--- src/rtl/smts_pkg.sv ---
`timescale 1ns / 1ps
// Package for the SMBus master transfer sequencer.
// Holds status codes, control actions, register indexes and stream layouts; no dependencies.

package smts_pkg;

  // Upper bounds applied to the byte counts when a transfer starts.
  localparam int unsigned MAX_SEND    = 16;
  localparam int unsigned MAX_RECEIVE = 3;
  // Largest value the 5-bit send counter can hold after the start clamp.
  localparam int unsigned SEND_CAP    = (MAX_SEND > 31) ? 31 : MAX_SEND;

  // Slave addresses that select a receive slot.
  localparam logic [7:0] ACC_ADDRESS   = 8'h98;
  localparam logic [7:0] THERM_ADDRESS = 8'h91;
  localparam logic [7:0] READ_BIT      = 8'h01;
  localparam logic [1:0] ACC_SLOTS     = 2'd3;
  localparam logic [1:0] THERM_SLOTS   = 2'd2;

  // Bus status codes.
  localparam logic [7:0] ST_BUS_ERROR   = 8'h00;
  localparam logic [7:0] ST_START       = 8'h08;
  localparam logic [7:0] ST_REP_START   = 8'h10;
  localparam logic [7:0] ST_ADDR_ACK    = 8'h18;
  localparam logic [7:0] ST_ADDR_NACK   = 8'h20;
  localparam logic [7:0] ST_DATA_ACK    = 8'h28;
  localparam logic [7:0] ST_DATA_NACK   = 8'h30;
  localparam logic [7:0] ST_ARB_LOST    = 8'h38;
  localparam logic [7:0] ST_RD_ADDR_ACK = 8'h40;
  localparam logic [7:0] ST_RD_ADDR_NAK = 8'h48;
  localparam logic [7:0] ST_RD_DATA_ACK = 8'h50;
  localparam logic [7:0] ST_RD_DATA_NAK = 8'h58;

  // Input item kinds.
  localparam logic OP_START  = 1'b0;
  localparam logic OP_STATUS = 1'b1;

  // Configuration register indexes.
  localparam logic [1:0] REG_ADDRESS   = 2'd0;
  localparam logic [1:0] REG_SEND_CNT  = 2'd1;
  localparam logic [1:0] REG_RECV_CNT  = 2'd2;
  localparam logic [1:0] REG_REP_START = 2'd3;

  // Flag actions for START and STOP.
  typedef enum logic [1:0] {
    CTL_KEEP  = 2'd0,
    CTL_CLEAR = 2'd1,
    CTL_SET   = 2'd2
  } ctl_t;

  // Receive slot selector.
  typedef enum logic [1:0] {
    TGT_NONE  = 2'd0,
    TGT_ACC   = 2'd1,
    TGT_THERM = 2'd2
  } target_t;

  // Result fields apart from the slot selector, highest bit first.
  typedef struct packed {
    logic       busy_res;
    logic [7:0] store_byte;
    logic [1:0] store_index;
    logic       send_advance;
    logic       ack_clear;
    ctl_t       stop_control;
    ctl_t       start_control;
    logic [7:0] transmit_byte;
    logic       transmit_valid;
  } result_t;

  localparam int unsigned IN_DATA_W  = 24;
  localparam int unsigned OUT_DATA_W = 32;

endpackage

--- src/rtl/smbus_master_transfer_sequencer.sv ---
`timescale 1ns / 1ps
// SMBus master transfer sequencer: turns start requests and bus status codes into bus actions.
// Depends on smts_pkg for codes, control actions and the result layout.

// A transfer begins with a start item (in_tuser 0), which loads the byte counts from the
// configuration registers. Every item, whether a start or a bus status item (in_tuser 1),
// yields exactly one result. The result tells the bus interface what byte to load, how to
// drive START and STOP, and where a received byte belongs. The block takes one item per clock
// cycle while results are taken. Each accepted item is held in an input register and then
// decoded into the output register, so each result passes through both registers.
// While a result waits on out_tready, the input register holds one more item. After that,
// in_tready stays low until the result is taken. Configuration writes are taken at any time
// (cfg_ready is always high), but they should only be made while no item is in flight.
module smbus_master_transfer_sequencer
  import smts_pkg::*;
(
  input  logic                  clk,
  input  logic                  rst_n,
  // Configuration write channel.
  input  logic                  cfg_valid,
  output logic                  cfg_ready,
  input  logic [1:0]            cfg_index,
  input  logic [7:0]            cfg_data,
  // Input channel.
  input  logic                  in_tvalid,
  output logic                  in_tready,
  // in_tdata: status_code[7:0], received_byte[15:8], next_send_byte[23:16]
  input  logic [IN_DATA_W-1:0]  in_tdata,
  // in_tuser: opcode[0]
  input  logic                  in_tuser,
  // Result channel.
  output logic                  out_tvalid,
  input  logic                  out_tready,
  // out_tdata: transmit_valid[0], transmit_byte[8:1], start_control[10:9],
  // stop_control[12:11], ack_clear[13], send_advance[14], store_index[16:15],
  // store_byte[24:17], busy_res[25], zeros[31:26]
  output logic [OUT_DATA_W-1:0] out_tdata,
  // out_tuser: store_target[1:0]
  output logic [1:0]            out_tuser
);

  // Configuration registers.
  logic [7:0] address_byte_r;
  logic [4:0] send_count_r;
  logic [1:0] receive_count_r;
  logic       rep_start_read_r;

  // Transfer state.
  logic [4:0] bytes_to_send_r, bytes_to_send_nxt;
  logic [1:0] bytes_to_recv_r, bytes_to_recv_nxt;
  logic       busy_r, busy_nxt;

  // Input register.
  logic                 in_valid_r;
  logic [IN_DATA_W-1:0] in_data_r;
  logic                 in_user_r;

  // Output register.
  logic      out_valid_r;
  result_t   res_r, res_nxt;
  target_t   target_r, target_nxt;

  logic       proc_fire;
  logic [7:0] code, rx_byte, tx_byte;
  logic [4:0] send_clamp;
  logic [1:0] recv_clamp;

  assign cfg_ready = 1'b1;

  assign proc_fire = in_valid_r && (!out_valid_r || out_tready);
  assign in_tready = !in_valid_r || proc_fire;

  assign code    = in_data_r[7:0];
  assign rx_byte = in_data_r[15:8];
  assign tx_byte = in_data_r[23:16];

  assign send_clamp = ({4'b0, send_count_r} > 9'(MAX_SEND)) ? 5'(MAX_SEND) : send_count_r;
  assign recv_clamp = ({2'b0, receive_count_r} > 4'(MAX_RECEIVE)) ?
                      2'(MAX_RECEIVE) : receive_count_r;

  always_comb begin
    res_nxt           = '0;
    res_nxt.start_control = CTL_KEEP;
    res_nxt.stop_control  = CTL_KEEP;
    target_nxt        = TGT_NONE;
    bytes_to_send_nxt = bytes_to_send_r;
    bytes_to_recv_nxt = bytes_to_recv_r;
    busy_nxt          = busy_r;

    if (in_user_r == OP_START) begin
      // A start request during a transfer is dropped.
      if (!busy_r) begin
        bytes_to_send_nxt     = send_clamp;
        bytes_to_recv_nxt     = recv_clamp;
        busy_nxt              = 1'b1;
        res_nxt.start_control = CTL_SET;
        res_nxt.stop_control  = CTL_CLEAR;
      end
    end else begin
      unique case (code)
        ST_START: begin
          res_nxt.transmit_valid = 1'b1;
          res_nxt.transmit_byte  = address_byte_r;
          res_nxt.start_control  = CTL_CLEAR;
        end
        ST_REP_START: begin
          res_nxt.transmit_valid = 1'b1;
          res_nxt.transmit_byte  = address_byte_r | READ_BIT;
          res_nxt.start_control  = CTL_CLEAR;
        end
        ST_ADDR_ACK, ST_DATA_ACK: begin
          if (bytes_to_send_r != 5'd0) begin
            res_nxt.transmit_valid = 1'b1;
            res_nxt.transmit_byte  = tx_byte;
            res_nxt.send_advance   = 1'b1;
            bytes_to_send_nxt      = bytes_to_send_r - 5'd1;
            if (code == ST_ADDR_ACK) begin
              res_nxt.start_control = CTL_CLEAR;
            end
          end else if (rep_start_read_r) begin
            // Writes are done; turn the bus around for the read phase.
            res_nxt.stop_control  = CTL_CLEAR;
            res_nxt.start_control = CTL_SET;
          end else begin
            res_nxt.stop_control = CTL_SET;
            busy_nxt             = 1'b0;
          end
        end
        ST_ADDR_NACK, ST_RD_ADDR_NAK: begin
          res_nxt.start_control = CTL_SET;
          res_nxt.stop_control  = CTL_SET;
        end
        ST_DATA_NACK: begin
          res_nxt.start_control = CTL_SET;
        end
        ST_ARB_LOST, ST_RD_DATA_NAK: begin
          res_nxt.stop_control = CTL_SET;
        end
        ST_RD_ADDR_ACK: begin
          res_nxt.start_control = CTL_CLEAR;
        end
        ST_RD_DATA_ACK: begin
          if (bytes_to_recv_r != 2'd0) begin
            if (address_byte_r == ACC_ADDRESS) begin
              target_nxt          = TGT_ACC;
              res_nxt.store_index = ACC_SLOTS - bytes_to_recv_r;
              res_nxt.store_byte  = rx_byte;
            end else if (address_byte_r == THERM_ADDRESS && bytes_to_recv_r <= THERM_SLOTS) begin
              target_nxt          = TGT_THERM;
              res_nxt.store_index = THERM_SLOTS - bytes_to_recv_r;
              res_nxt.store_byte  = rx_byte;
            end
            bytes_to_recv_nxt = bytes_to_recv_r - 2'd1;
          end else begin
            res_nxt.ack_clear    = 1'b1;
            res_nxt.stop_control = CTL_CLEAR;
            busy_nxt             = 1'b0;
          end
        end
        default: begin
          // Bus errors and unlisted codes leave everything as it is.
        end
      endcase
    end

    res_nxt.busy_res = busy_nxt;
  end

  always_ff @(posedge clk) begin
    if (!rst_n) begin
      address_byte_r   <= '0;
      send_count_r     <= '0;
      receive_count_r  <= '0;
      rep_start_read_r <= 1'b0;
      bytes_to_send_r  <= '0;
      bytes_to_recv_r  <= '0;
      busy_r           <= 1'b0;
      in_valid_r       <= 1'b0;
      out_valid_r      <= 1'b0;
    end else begin
      if (cfg_valid && cfg_ready) begin
        unique case (cfg_index)
          REG_ADDRESS:   address_byte_r   <= cfg_data;
          REG_SEND_CNT:  send_count_r     <= cfg_data[4:0];
          REG_RECV_CNT:  receive_count_r  <= cfg_data[1:0];
          REG_REP_START: rep_start_read_r <= cfg_data[0];
          default: ;
        endcase
      end

      if (in_tready) begin
        in_valid_r <= in_tvalid;
      end

      if (proc_fire) begin
        bytes_to_send_r <= bytes_to_send_nxt;
        bytes_to_recv_r <= bytes_to_recv_nxt;
        busy_r          <= busy_nxt;
        out_valid_r     <= 1'b1;
      end else if (out_tready) begin
        out_valid_r <= 1'b0;
      end
    end
  end

  // Payload registers.
  always_ff @(posedge clk) begin
    if (in_tready && in_tvalid) begin
      in_data_r <= in_tdata;
      in_user_r <= in_tuser;
    end
    if (proc_fire) begin
      res_r    <= res_nxt;
      target_r <= target_nxt;
    end
  end

  assign out_tvalid = out_valid_r;
  assign out_tdata  = {{(OUT_DATA_W - $bits(result_t)){1'b0}}, res_r};
  assign out_tuser  = target_r;

`ifndef SYNTHESIS
  // A transfer may only end on a decoded status item.
  a_busy_falls_on_item: assert property (@(posedge clk) disable iff (!rst_n)
    $fell(busy_r) && $past(rst_n) |-> $past(proc_fire))
    else $error("busy dropped without a decoded item");

  // The reported busy flag matches the state left by the same item.
  a_busy_res_matches: assert property (@(posedge clk) disable iff (!rst_n)
    $past(proc_fire) && $past(rst_n) |-> res_r.busy_res == busy_r)
    else $error("busy_res disagrees with the transfer state");

  // The send counter never exceeds the clamp applied at start.
  a_send_count_bound: assert property (@(posedge clk) disable iff (!rst_n)
    bytes_to_send_r <= 5'(SEND_CAP))
    else $error("send counter above its limit");
`endif

endmodule

--- config.mk ---
export PLATFORM = sky130hd
export DESIGN_NAME = smbus_master_transfer_sequencer
export DESIGN_NICKNAME = d
export VERILOG_FILES = /design/src/rtl/smts_pkg.sv /design/src/rtl/smbus_master_transfer_sequencer.sv
export SDC_FILE = /design/constraint.sdc
export NUM_CORES = 1
export LEC_CHECK = 0
export ABC_AREA = 1
export BUFFER_PORTS_ARGS = -buffer_cell sky130_fd_sc_hd__clkbuf_2
export CORE_ASPECT_RATIO = 1.4
export CORE_MARGIN = 2
export CORE_UTILIZATION = 45
export CTS_CLUSTER_SIZE = 30
export DETAILED_ROUTE_END_ITERATION = 8
export PLACE_DENSITY = 0.64
export RECOVER_POWER = 100
export SLEW_MARGIN = 15
export SYNTH_ARGS = -nofsm -noshare
export SYNTH_HDL_FRONTEND = slang
export SYNTH_SLANG_ARGS = --single-unit
--- constraint.sdc ---
create_clock -name clk -period 1.72 [get_ports clk]
set_input_delay 0.344 -clock clk [delete_from_list [all_inputs] [get_ports clk]]
set_output_delay 0.344 -clock clk [all_outputs]
set_load 0.005 [all_outputs]
### Word-level counts from Yosys, hierarchy flattened

Index checks and enable logic that the tools add are counted.

| cells by class | value |
|---|---|
| $add $sub $neg | 4 |
| order comparisons | 2 |
| equal/unequal tests | 21 |
| muxes and demuxes | 33 |
| bitwise gates (word level) | 3 |
| reductions and logical operators | 25 |

Operator list:

| cell | count |
|---|---|
| $eq 8x6->1 const B | 4 |
| $eq 8x7->1 const B | 4 |
| $pmux 9 s3 | 1 |
| $mux 5 | 5 |
| $mux 10 | 2 |
| $mux 2 | 9 |
| $eq 8x5->1 const B | 2 |
| $eq 8x8->1 const B | 2 |
| $pmux 2 s3 | 2 |
| $reduce_and 2->1 | 6 |
| $ne 2x1->1 const B | 5 |
| $mux 1 | 9 |
| $mux 9 | 1 |
| $eq 8x4->1 const B | 1 |
| $reduce_and 4->1 | 2 |
| $reduce_or 4->1 | 2 |
| $mux 3 | 2 |
| $reduce_or 3->1 | 2 |
| $gt 5x5->1 const B | 1 |
| $reduce_bool 5->1 | 1 |
| $sub 5x1->5 const B | 1 |
| $eq 2x2->1 const B | 2 |
| $mux 4 | 1 |
| $reduce_bool 2->1 | 2 |
| other kinds (12) | 19 |

| word-level totals | value |
|---|---|
| register bits | 79 |
| input port bits | 40 |
| output and inout port bits | 37 |

### Depth between registers and ports, before layout

| depth | value |
|---|---|
| depth in word-level cells | 5 |
| depth in mapped cells | 10 |
| mapped depth without buffers | 10 |

### Worst setup path before layout

No wires, ideal clock.

| path | value |
|---|---|
| path kind | input to register |
| start point | in out_tready |
| end point | reg res_r (netlist bit out_tdata[0]), enable pin |
| setup time | 383 ps |
| data arrival time | 1,152 ps |
| setup slack | 185 ps |
| stages | 4 |
| buffers on the path | 0 |
| cells stage by stage | inv_1 > nand2_1 > nand2_1 > inv_1 |

| between the ends | value |
|---|---|
| word-level cells in the longest chain between the ends | 2 |

Ends and longest elaborated chain:

| what | line | text |
|---|---|---|
| start, declared | smbus_master_transfer_sequencer.sv:33 | `input logic out_tready,` |
| $logic_or 1x1->1 | smbus_master_transfer_sequencer.sv:70 | `assign proc_fire = in_valid_r && (!out_valid_r \|\| out_tready);` |
| $logic_and 1x1->1 | smbus_master_transfer_sequencer.sv:70 |  |
| named net proc_fire | smbus_master_transfer_sequencer.sv:63 | `logic proc_fire;` |
| end signal, assigned | smbus_master_transfer_sequencer.sv:213 | `res_r <= res_nxt;` |
| end, declared | smbus_master_transfer_sequencer.sv:60 | `result_t res_r, res_nxt;` |

The timed path passes the listed nets, and every way through them passes these cells.
A chain may end at the register's enable or synchronous reset.

### Final worst setup path

| path | value |
|---|---|
| start point | reg bytes_to_recv_r[0] |
| end point | reg res_r (netlist bit out_tdata[21]), data pin |

| between the ends | value |
|---|---|
| word-level cells in the longest chain between the ends | 4 |

Ends and longest elaborated chain:

| what | line | text |
|---|---|---|
| start, declared | smbus_master_transfer_sequencer.sv:50 | `logic [1:0] bytes_to_recv_r, bytes_to_recv_nxt;` |
| start signal, assigned | smbus_master_transfer_sequencer.sv:197 | `bytes_to_recv_r <= bytes_to_recv_nxt;` |
| $le 2x2->1 | smbus_master_transfer_sequencer.sv:148 | `end else if (address_byte_r == THERM_ADDRESS && bytes_to_recv_r <= THERM_SLOTS) begin` |
| $logic_and 1x1->1 | smbus_master_transfer_sequencer.sv:148 |  |
| $mux 10 | smbus_master_transfer_sequencer.sv:148 |  |
| $mux 10 | smbus_master_transfer_sequencer.sv:144 | `if (address_byte_r == ACC_ADDRESS) begin` |

Several ways; a longest one is shown, not always the timed one.

==> results.py <==
metrics = {
    "die": {
        "io_pins": 77,
        "rows": 37,
        "die_y_um": 108,
        "core_area_um2": 7410,
        "initial_utilization_pct": 47.0,
        "die_width_um": 78.3,
        "dieArea_um2": 8460,
    },
    "critical_path": {
        "startpoint_type": "flop",
        "slowest_delay_ns": 0.36,
        "slowest_stage": "dfxtp_1",
        "critPathKind": "reg -> reg",
        "cp.arrival_ns": 1.82,
        "crit_required_ns": 1.90,
        "path_cells": "ha_1 -> nor3_1 -> nor3b_1 -> nor2_1 -> nor3b_1",
        "cp_max_fo": 8,
        "path_common_cell": "nor3b_1",
        "critPathCaptureType": "flop",
    },
    "placed_design": {
        "place_inst": 514,
        "dp_hpwl_um": 5230,
        "finalWeightedCongestion": 0.807,
        "io_buffers": 69,
    },
    "pwr": {
        "power-per-cell-area_nw_per_um2": 971,
        "ir_worst_vdd_mv": 0.490,
        "p_leak_nw": 1.75,
    },
    "yosys": {
        "avgSynthCellArea_um2": 9.89,
        "synth_cells": 352,
        "yosysTopAreaCell": "edfxtp_1",
        "ys_seq_area_share_pct": 60.7,
        "ys_ff_latch": 79,
        "synth_edf_count": 53,
        "yosysTopAreaCellShare_pct": 45.7,
        "synth.distinct_cells": 37,
        "ys.flop_type": "edfxtp_1",
        "syn_area_um2": 3480,
        "synth_most_common_cell": "nand2_1",
        "synthTopCellsByArea": "edfxtp_1 46%, dfxtp_1 15%, nand2_1 6.6%",
        "yosysWarningCount": 0,
        "synth_commonest_cells": "61 x nand2_1, 53 x edfxtp_1, 49 x nor2_1, 35 x inv_1, 26 x dfxtp_1",
        "async_reset_ff_share_pct": 0,
    },
    "layout": {
        "n_antenna_cell": 0,
        "fin_nets": 471,
        "drive_gt1_share_pct": 21.9,
        "areaGrowthSynthToFinish_pct": 18.2,
        "layout.cells.non_filler": 530,
    },
    "cts": {
        "clk-insertion-delay-late_ns": 0.35,
        "cts_tree": "yes",
        "clkTransAtPathRegs_ns": 0.07,
        "cts.sinks": 79,
        "clockRootBuffer": "clkbuf_8",
        "clock_path_buffers": 2,
        "htree_levels": 3,
        "cts_buffers": 9,
    },
    "outcome": {
        "status": "finished clean",
    },
    "sta": {
        "rsz0062_at_grt": "true",
        "hold_viol": 0,
        "finalSetupViolations": 0,
        "period_minus_slack_ns": 1.64,
        "max_slew_margin_pct": 43.2,
        "hold_ws_ns": 0.169,
        "maxClockFrequency_mhz": 608,
        "worstMarginPinSlew_ns": 0.852,
        "slew_violations": 0,
        "period_share_pct": 95.6,
        "fin_worst_skew_ns": 0.00639,
    },
    "detailed_routing": {
        "routedWlPerCell_um": 13.1,
        "via_per_inst": 4.81,
        "num_vias": 2548,
        "first_pass_iters": 4,
        "ant_nets": 0,
        "drc": 0,
        "routed_wl_um": 6930,
        "drt_iter0_markers": 99,
    },
    "grt": {
        "grt_max_degree": 26,
        "grt_pass1_vias": 2459,
        "grt_overflow": 0,
        "antenna_found_initial": 0,
        "grt_usage_pct": 17.3,
        "grt_first_pass_wirelength_um": 11200,
    },
    "hold_path": {
        "hold_path_class": "in -> reg",
    },
    "flow_run": {
        "maxCapViolCount": 0,
    },
}
[per-layer routing]
metal,routed length (um),GRT usage (%)
met1,2930,19.9
met2,3530,29.6
met3,337,4.92
met4,132,8.15
met5,0,0
[kinds of logic (layout without fill, tap and decap cells)]
logic type               after synthesis  in the layout  share of synthesized area [%]
AND/OR/NAND/NOR                      162            162                           22.6
flip-flops                            79             79                           60.7
buffers and inverters                 54            130                           7.26
AO/OA/AOI/OAI                         51             51                           7.88
adder cells (fa/ha/maj)                3              3                           1.08
other                                  2              7                          0.216
XOR/XNOR                               1              1                          0.252
[where the power goes]
part	total [mW]	switching (mW)	internal, mW	leakage, nW
Combinational	0.333	0.210	0.123	0.913
Clock	1.49	0.614	0.874	0.115
Sequential	2.17	0.0471	2.12	0.722
Total	3.99	0.871	3.12	1.75
[through the flow]
| stage | area, um2 | worst slack (ns) | util [%] | total power [mW] | setup TNS, ns |
|---|---|---|---|---|---|
| finish | 4110 | 0.0754 | 55.5 | 3.99 | 0 |
| CTS | 4160 | 0.0516 | 56.1 | 4.05 | 0 |
| global route | 4110 | -0.0380 | 55.5 | 4.16 | -0.249 |
| global placement | 3930 | 0.109 | 53.0 | 2.55 | 0 |
| detailed placement | 3930 | 0.0727 | 53.0 | 2.56 | 0 |
| floorplan | 3500 | 0.185 | - | 2.43 | 0 |
[final cells by class]
cell class                      instances  area (um2)
Tap cell                               97         121
Clock inverter                          2        33.8
Clock buffer                           14         194
Inverter                               40         153
Sequential cell                        79        2110
Fill cell                             709        3300
Multi-Input combinational cell        224        1130
Timing Repair Buffer                   74         364
[registers in the layout (all words and copies together), names as in the netlist]
signal	cells
address_byte_r	8
busy_r	1
bytes_to_recv_r	2
bytes_to_send_r	5
in_data_r	24
in_user_r	1
in_valid_r	1
out_tdata	26
out_tuser	2
out_tvalid	1
receive_count_r	2
rep_start_read_r	1
send_count_r	5
[repair_timing]
action	in CTS	in global routing
gates resized for setup	0	2
buffers inserted	0	0
hold buffers	0	0
endpoints found under the setup margin	0	9
[cell usage in the layout (no fill, tap or decap), types with 5 or more instances in the layout]
| cell | n |
|---|---|
| nand2_1 | 62 |
| clkbuf_2 | 57 |
| edfxtp_1 | 53 |
| nor2_1 | 49 |
| inv_1 | 37 |
| dfxtp_1 | 26 |
| a21oi_1 | 22 |
| o21ai_0 | 22 |
| nand3_1 | 17 |
| clkbuf_1 | 14 |
| clkbuf_8 | 12 |
| nor3b_1 | 9 |
| conb_1 | 7 |
| nand4_1 | 5 |
[critical path, delay by kind of cell, from the launching register on]
family	cells	cell delay, ns
and+or+nand+nor	4	0.90
DFF	1	0.36
adders and majority gates	1	0.21
[path summary, 6_finish.rpt]
path	start	endpoint	slack (ns)	cells past startpoint
max reg2reg	bytes_to_recv_r[0]	out_tdata[21]	0.08	5
min reg2reg	receive_count_r[0]	receive_count_r[0]	0.45	2
max	bytes_to_recv_r[0]	out_tdata[21]	0.08	5
min	in_tuser	in_user_r	0.17	1
(Power assumes the default switching activity.)
